**config.mk**
```make
export PLATFORM = sky130hd
export DESIGN_NAME = decimal_long_division
export DESIGN_NICKNAME = d
export VERILOG_FILES = /design/src/hdl/dld_pkg.sv /design/src/hdl/decimal_long_division.sv /design/src/hdl/dld_ctrl.sv /design/src/hdl/dld_datapath.sv
export SDC_FILE = /design/constraint.sdc
export NUM_CORES = 1
export LEC_CHECK = 0
export BUFFER_PORTS_ARGS = -buffer_cell sky130_fd_sc_hd__buf_2
export CAP_MARGIN = 20
export CORE_MARGIN = 4
export CORE_UTILIZATION = 55
export CTS_BUF_LIST = sky130_fd_sc_hd__clkbuf_8 sky130_fd_sc_hd__clkbuf_16
export DETAILED_ROUTE_END_ITERATION = 8
export PLACE_DENSITY = 0.83
export SYNTH_ARGS = -nofsm -noshare
export SYNTH_HDL_FRONTEND = slang
export SYNTH_HIERARCHICAL = 1
export SYNTH_SLANG_ARGS = --single-unit
```
**constraint.sdc**
```tcl
create_clock -name clk -period 3.7 [get_ports clk]
set_input_delay 0.185 -clock clk [delete_from_list [all_inputs] [get_ports clk]]
set_output_delay 0.185 -clock clk [all_outputs]
set_load 0.02 [all_outputs]
```
**src/hdl/dld_pkg.sv**
```systemverilog
// Shared types and constants for the decimal long divider.
package dld_pkg;

	localparam int DIGIT_W = 4;
	localparam int DIV_W   = 31;
	// remainder*10 + digit never exceeds 35 bits
	localparam int ACC_W   = DIV_W + 4;
	localparam int CNT_W   = 4;
	localparam int ADDR_W  = 3;
	localparam int DATA_W  = 32;

	localparam logic [CNT_W-1:0] QDIGIT_MAX = CNT_W'(9);
	localparam logic [DIV_W-1:0] DIV_RESET  = DIV_W'(1);

	// register word index, taken from paddr[2]
	localparam logic REG_DIVISOR = 1'b0;

	typedef enum logic {
		S_IDLE,
		S_STEP
	} state_t;

	// controller to datapath
	typedef struct packed {
		logic load;   // fold a new digit into the accumulator
		logic sub;    // one compare-subtract step
		logic skip;   // retire the digit without a result
		logic emit;   // write the result beat and update the remainder
	} cmd_t;

	// datapath to controller
	typedef struct packed {
		logic div_zero;
		logic acc_ge;
		logic cnt_max;
		logic cnt_zero;
		logic last;
		logic started;
		logic out_free;
	} sts_t;

endpackage

```
**src/hdl/decimal_long_division.sv**
```systemverilog
// Top level: decimal long division by a configured binary divisor.
//
//   channel   signals                                   direction
//   input     in_valid/in_ready, digit, last            in
//   output    out_valid/out_ready, quotient_digit,      out
//             final_res
//   config    psel/penable/pwrite/paddr/pwdata/prdata   in/out
//
// A digit is folded into the accumulator, then goes through compare-subtract
// steps on the single shared subtractor (at most nine), and is then retired.
// Reset clears the remainder and control at once; the divisor resets to 1.
// A result beat waits in the output register and the next digit is accepted
// meanwhile; a further result holds the controller until taken.
module decimal_long_division import dld_pkg::*; (
	input  logic               clk,
	input  logic               arst_n,
	input  logic               in_valid,
	output logic               in_ready,
	input  logic [DIGIT_W-1:0] digit,
	input  logic               last,
	output logic               out_valid,
	input  logic               out_ready,
	output logic [DIGIT_W-1:0] quotient_digit,
	output logic               final_res,
	input  logic               psel,
	input  logic               penable,
	input  logic               pwrite,
	input  logic [ADDR_W-1:0]  paddr,
	input  logic [DATA_W-1:0]  pwdata,
	output logic [DATA_W-1:0]  prdata,
	output logic               pready
);

	logic [DIV_W-1:0] divisor_q;
	logic             reg_hit;
	cmd_t             cmd;
	sts_t             sts;

	assign pready  = 1'b1;
	assign reg_hit = (paddr[ADDR_W-1] == REG_DIVISOR);

	// divisor register
	always_ff @(posedge clk or negedge arst_n) begin
		if (!arst_n) begin
			divisor_q <= DIV_RESET;
		end else if (psel && penable && pwrite && pready && reg_hit) begin
			divisor_q <= pwdata[DIV_W-1:0];
		end
	end

	assign prdata = reg_hit ? {{(DATA_W-DIV_W){1'b0}}, divisor_q} : '0;

	dld_ctrl u_ctrl (
		.clk      (clk),
		.arst_n   (arst_n),
		.in_valid (in_valid),
		.in_ready (in_ready),
		.sts      (sts),
		.cmd      (cmd)
	);

	dld_datapath u_dp (
		.clk            (clk),
		.arst_n         (arst_n),
		.divisor        (divisor_q),
		.digit          (digit),
		.last           (last),
		.cmd            (cmd),
		.sts            (sts),
		.out_valid      (out_valid),
		.out_ready      (out_ready),
		.quotient_digit (quotient_digit),
		.final_res      (final_res)
	);

endmodule

```
**src/hdl/dld_ctrl.sv**
```systemverilog
// Controller: sequences load, compare-subtract steps and the result beat or a skip.
module dld_ctrl import dld_pkg::*; (
	input  logic   clk,
	input  logic   arst_n,
	input  logic   in_valid,
	output logic   in_ready,
	input  sts_t   sts,
	output cmd_t   cmd
);

	state_t state_q, state_d;

	// state register
	always_ff @(posedge clk or negedge arst_n) begin
		if (!arst_n) begin
			state_q <= S_IDLE;
		end else begin
			state_q <= state_d;
		end
	end

	// next state and commands
	always_comb begin
		state_d  = state_q;
		cmd      = '0;
		in_ready = 1'b0;
		case (state_q)
			S_IDLE: begin
				in_ready = 1'b1;
				if (in_valid) begin
					cmd.load = 1'b1;
					state_d  = S_STEP;
				end
			end
			S_STEP: begin
				if (sts.div_zero && !sts.last) begin
					// zero divisor, not the last digit: nothing to report
					cmd.skip = 1'b1;
					state_d  = S_IDLE;
				end else if (!sts.div_zero && !sts.started && !sts.acc_ge &&
						!sts.last && sts.cnt_zero) begin
					// leading quotient zero suppressed
					cmd.skip = 1'b1;
					state_d  = S_IDLE;
				end else if (!sts.div_zero && sts.acc_ge && !sts.cnt_max) begin
					cmd.sub = 1'b1;
				end else if (sts.out_free) begin
					cmd.emit = 1'b1;
					state_d  = S_IDLE;
				end
			end
			default: begin
				state_d = S_IDLE;
			end
		endcase
	end

endmodule

```
**src/hdl/dld_datapath.sv**
```systemverilog
// Datapath: accumulator, shared subtractor, remainder and output register.
module dld_datapath import dld_pkg::*; (
	input  logic               clk,
	input  logic               arst_n,
	input  logic [DIV_W-1:0]   divisor,
	input  logic [DIGIT_W-1:0] digit,
	input  logic               last,
	input  cmd_t               cmd,
	output sts_t               sts,
	output logic               out_valid,
	input  logic               out_ready,
	output logic [DIGIT_W-1:0] quotient_digit,
	output logic               final_res
);

	logic [ACC_W-1:0]   acc_q;
	logic [DIV_W-1:0]   rem_q;
	logic [CNT_W-1:0]   cnt_q;
	logic               last_q;
	logic               started_q;
	logic               out_valid_q;
	logic [DIGIT_W-1:0] qdigit_q;
	logic               final_q;

	logic [ACC_W-1:0]   div_ext;
	logic [ACC_W-1:0]   acc_new;
	logic               acc_ge;

	assign div_ext = {{(ACC_W-DIV_W){1'b0}}, divisor};
	// remainder*10 as (rem<<3) + (rem<<1), plus the digit
	assign acc_new = {1'b0, rem_q, 3'b000} + {3'b000, rem_q, 1'b0}
		+ {{(ACC_W-DIGIT_W){1'b0}}, digit};
	assign acc_ge  = acc_q >= div_ext;

	// accumulator and step count
	always_ff @(posedge clk) begin
		if (cmd.load) begin
			acc_q  <= acc_new;
			cnt_q  <= '0;
			last_q <= last;
		end else if (cmd.sub) begin
			acc_q <= acc_q - div_ext;
			cnt_q <= cnt_q + CNT_W'(1);
		end
	end

	// running remainder and started flag
	always_ff @(posedge clk or negedge arst_n) begin
		if (!arst_n) begin
			rem_q     <= '0;
			started_q <= 1'b0;
		end else if (cmd.skip) begin
			rem_q <= (divisor == '0) ? '0 : acc_q[DIV_W-1:0];
		end else if (cmd.emit) begin
			rem_q     <= last_q ? '0 : acc_q[DIV_W-1:0];
			started_q <= !last_q;
		end
	end

	// result beat holds until taken
	always_ff @(posedge clk or negedge arst_n) begin
		if (!arst_n) begin
			out_valid_q <= 1'b0;
		end else if (cmd.emit) begin
			out_valid_q <= 1'b1;
		end else if (out_ready) begin
			out_valid_q <= 1'b0;
		end
	end

	always_ff @(posedge clk) begin
		if (cmd.emit) begin
			qdigit_q <= cnt_q;
			final_q  <= last_q;
		end
	end

	assign sts.div_zero = (divisor == '0);
	assign sts.acc_ge   = acc_ge;
	assign sts.cnt_max  = (cnt_q == QDIGIT_MAX);
	assign sts.cnt_zero = (cnt_q == '0);
	assign sts.last     = last_q;
	assign sts.started  = started_q;
	assign sts.out_free = !out_valid_q || out_ready;

	assign out_valid      = out_valid_q;
	assign quotient_digit = qdigit_q;
	assign final_res      = final_q;

endmodule

```
==> results.sh <==
export IMPL_status="finished clean"
export IMPL_overflow=0
export IMPL_grt_pass1_vias=7394
export IMPL_yosysTopAreaCell="dfrtp_1"
export IMPL_whs_path_depth=1
export IMPL_num_io_pins=87
export IMPL_drt_iter0_markers=693
export IMPL_hp_class="in -> reg"
export IMPL_vdd_drop_max_uv=551
export IMPL_ys_top_cells_by_count="ha_1 (95), a21oi_1 (65), dfrtp_1 (64)"
export IMPL_placedCellCount=1209
export IMPL_syn_num_nets=1056
export IMPL_grt_first_pass_wirelength_um=37500
export IMPL_syn_to_final_growth_pct=17.0
export IMPL_start_util_pct=57.0
export IMPL_synthTopCellsByArea="dfrtp_1 (18%), edfxtp_1 (14%), ha_1 (14%), mux2_4 (5.3%), a21oi_1 (3.7%)"
export IMPL_end_kind="flip-flop"
export IMPL_hp_start="last"
export IMPL_ys_flop_type="dfrtp_1"
export IMPL_clock_skew_ps=8.63
export IMPL_dieArea_mm2=0.0181
export IMPL_diodes=0
export IMPL_clk_path_buf_depth=2
export IMPL_ant_nets=0
export IMPL_setup_viol=0
export IMPL_yosys_area_top_type_share_pct=18.2
export IMPL_crit_type="reg -> reg"
export IMPL_grt_usage_pct=25.9
export IMPL_ff2ff_path_depth=17
export IMPL_synth_top_family_by_area="compound AO/OA/AOI/OAI gates"
export IMPL_ys_seq_elements=110
export IMPL_timing_rr_end="u_dp/rem_q[16]"
export IMPL_drc=0
export IMPL_clock_latency_ps=360
export IMPL_dr_pass1_iters=6
export IMPL_antenna_found_initial=0
export IMPL_hold_end="u_dp/last_q"
export IMPL_n_fill_cell=1127
export IMPL_leakage_nw=5.01
export IMPL_ys_async_sr_fraction_pct=59.1
export IMPL_synth_compound_area_share_pct=20.8
export IMPL_path_max_fanout=8
export IMPL_relSlewSlack_pct=39.8
export IMPL_grt_max_degree=51
export IMPL_ys_seq_area_share_pct=33.4
export IMPL_worstMarginPinSlew_ps=901
export IMPL_ys_warn_count=6
export IMPL_cts_root_buf="clkbuf_16"
export IMPL_critPathArrivalTime_ps=3910
export IMPL_layout_cells_non_filler=1240
export IMPL_fmax_ghz=0.277
export IMPL_synthesis_instances=911
export IMPL_io_buffers=81
export IMPL_wirelength_um=24600
export IMPL_coreArea_mm2=0.0154
export IMPL_drive_gt1_share_pct=22.7
export IMPL_syn_area_per_cell_um2=9.66
export IMPL_dp_final_hpwl_um=17700
export IMPL_clk_pin_slew_ps=70
export IMPL_fp_dieH_um=134
export IMPL_tritoncts="built"
export IMPL_synth_xor_xnor_area_share_pct=5.28
export IMPL_layout_nets=1169
export IMPL_r2r_slack_ps=80
export IMPL_p_per_area_mw_per_mm2=960
export IMPL_die_width_um=134
export IMPL_fin_crit_ps=3620
export IMPL_ys_types=82
export IMPL_power_mw=9.88
export IMPL_cts_buffers=9
export IMPL_synthMostInstantiatedCell="ha_1"
export IMPL_cts_htree_levels=3
export IMPL_cp_start_kind="flip-flop"
export IMPL_place_gp_congestion=0.987
export IMPL_wl_per_cell_um=19.9
export IMPL_tns_ps=0
export IMPL_vias=7723
export IMPL_finalCritPeriodShare_pct=97.7
export IMPL_crit_reg2reg_launch="divisor_q[16]"
export IMPL_cts_sinks=110
export IMPL_synth_edff_count=41
export IMPL_core_rowCount=45
export IMPL_fin_ws_ps=84.9
export IMPL_muxShareOfSynthArea_pct=7.01
export IMPL_synth_fa_ha_area_share_pct=14.2
export IMPL_syn_cell_area_mm2=0.00880
export IMPL_pre_cts_ws_ps=5.03
export IMPL_required_ps=3990
export IMPL_maxSlewViolCount=0
export IMPL_synthSimpleGateAreaFrac_pct=14.5
export IMPL_vias_per_cell=6.23
export IMPL_hold_viol=0
export IMPL_max_cap_violations=0
export IMPL_hold_ws_ps=7.22
[cell type report]
cell class	instances	area, µm²	area share (%)
multi-input combinational	703	5620	54.6
sequential	110	2940	28.6
timing repair buffer	137	933	9.07
tap	211	264	2.57
inverter	63	236	2.30
clock buffer	9	225	2.19
clock inverter	7	73.8	0.718
[metal layers]
metal | up-vias | part of all wire, % | GRT usage, %
li1 | 3570 | - | -
met2 | 332 | 49 | 44.8
met5 | - | 0 | 0
met4 | 0 | 4.4 | 10.6
met1 | 3737 | 40 | 32.3
met3 | 84 | 6.2 | 4.36
[sequential cells by signal, summed over array words and instances, names as in the netlist]
| signal | count |
|---|---|
| u_dp/acc_q | 35 |
| u_dp/rem_q | 31 |
| u_dp/started_q | 1 |
| u_dp/cnt_q | 4 |
| u_dp/final_res | 1 |
| u_dp/quotient_digit | 4 |
| u_dp/last_q | 1 |
| u_ctrl/state_q | 1 |
| divisor_q | 31 |
| u_dp/out_valid | 1 |
[what timing repair did]
| item | 4_1_cts | 5_1_grt |
|---|---|---|
| hold buffers | 0 | 1 |
| pin swaps | 0 | 13 |
| resized for setup | 1 | 28 |
| endpoints found under the setup margin | 33 | 72 |
| buffers inserted | 0 | 9 |
| cloned | 1 | 3 |
| endpoints found under the hold margin | 0 | 64 |
[worst max-delay path, cell delays in order (launching register included)]
cell       delay (ps)
dfrtp_1           380
inv_1              80
ha_1              370
and2_1            230
and2_1            190
and2_2            220
a211oi_4          310
nor2_2             70
nor2_2            120
o2111ai_2         160
or4b_4            550
nand3_4           110
nor2_2             50
buf_6             140
nor2_4            120
buf_12            140
clkbuf_16         160
a22o_1            140
[cell families (layout without fill, tap and decap cells)]
kind of cell,after synthesis,count (layout)
compound gates,258,258
simple gates,245,246
flops,110,110
buf+inv,99,216
fa+ha+maj,98,98
xor+xnor,53,53
mux,46,46
other cells,2,2
[how the worst max path moves through the flow]
stage                     endpoint  cells after the start           start  slack [ps]
global placement     u_dp/acc_q[1]                     13  u_dp/acc_q[10]          80
finish              u_dp/rem_q[16]                     17   divisor_q[16]          80
CTS                 u_dp/acc_q[16]                     13  u_dp/acc_q[10]           7
detailed placement   u_dp/acc_q[1]                     13  u_dp/acc_q[10]           5
global route         u_dp/rem_q[5]                     18    divisor_q[5]         -80
floorplan           u_dp/rem_q[10]                     19   divisor_q[14]         -20
[where the power goes]
| group | switching, mW | total [mW] | internal (mW) |
|---|---|---|---|
| registers | 0.499 | 2.49 | 1.99 |
| logic | 3.60 | 6.41 | 2.82 |
| clock network | 0.453 | 0.981 | 0.528 |
| total | 4.55 | 9.88 | 5.33 |
[placed cells by master (no fill, tap or decap), types with 6 or more instances in the layout]
cell	instances
ha_1	87
buf_2	81
dfrtp_1	64
a21oi_1	64
inv_1	62
nand2_1	54
nor2_1	48
buf_4	46
edfxtp_1	41
o21ai_0	35
nor2b_1	34
mux2_4	31
a22o_1	31
xnor2_1	29
a21o_1	28
xor2_1	24
nand3_1	19
nand2b_1	14
mux2i_1	14
o21ai_1	13
nor3_1	12
nor4_1	12
nand4_1	12
o21bai_1	12
clkbuf_16	11
a31oi_1	8
ha_4	7
and3_1	6
and2_1	6
a211oi_1	6
[through the flow]
stage,instance area [µm²],util [%]
floorplan,8800,-
global placement,9640,62.5
detailed placement,9640,62.5
CTS,9950,64.5
global route,10300,66.7
finish,10300,66.7
Power figures use the tool's default switching activity.
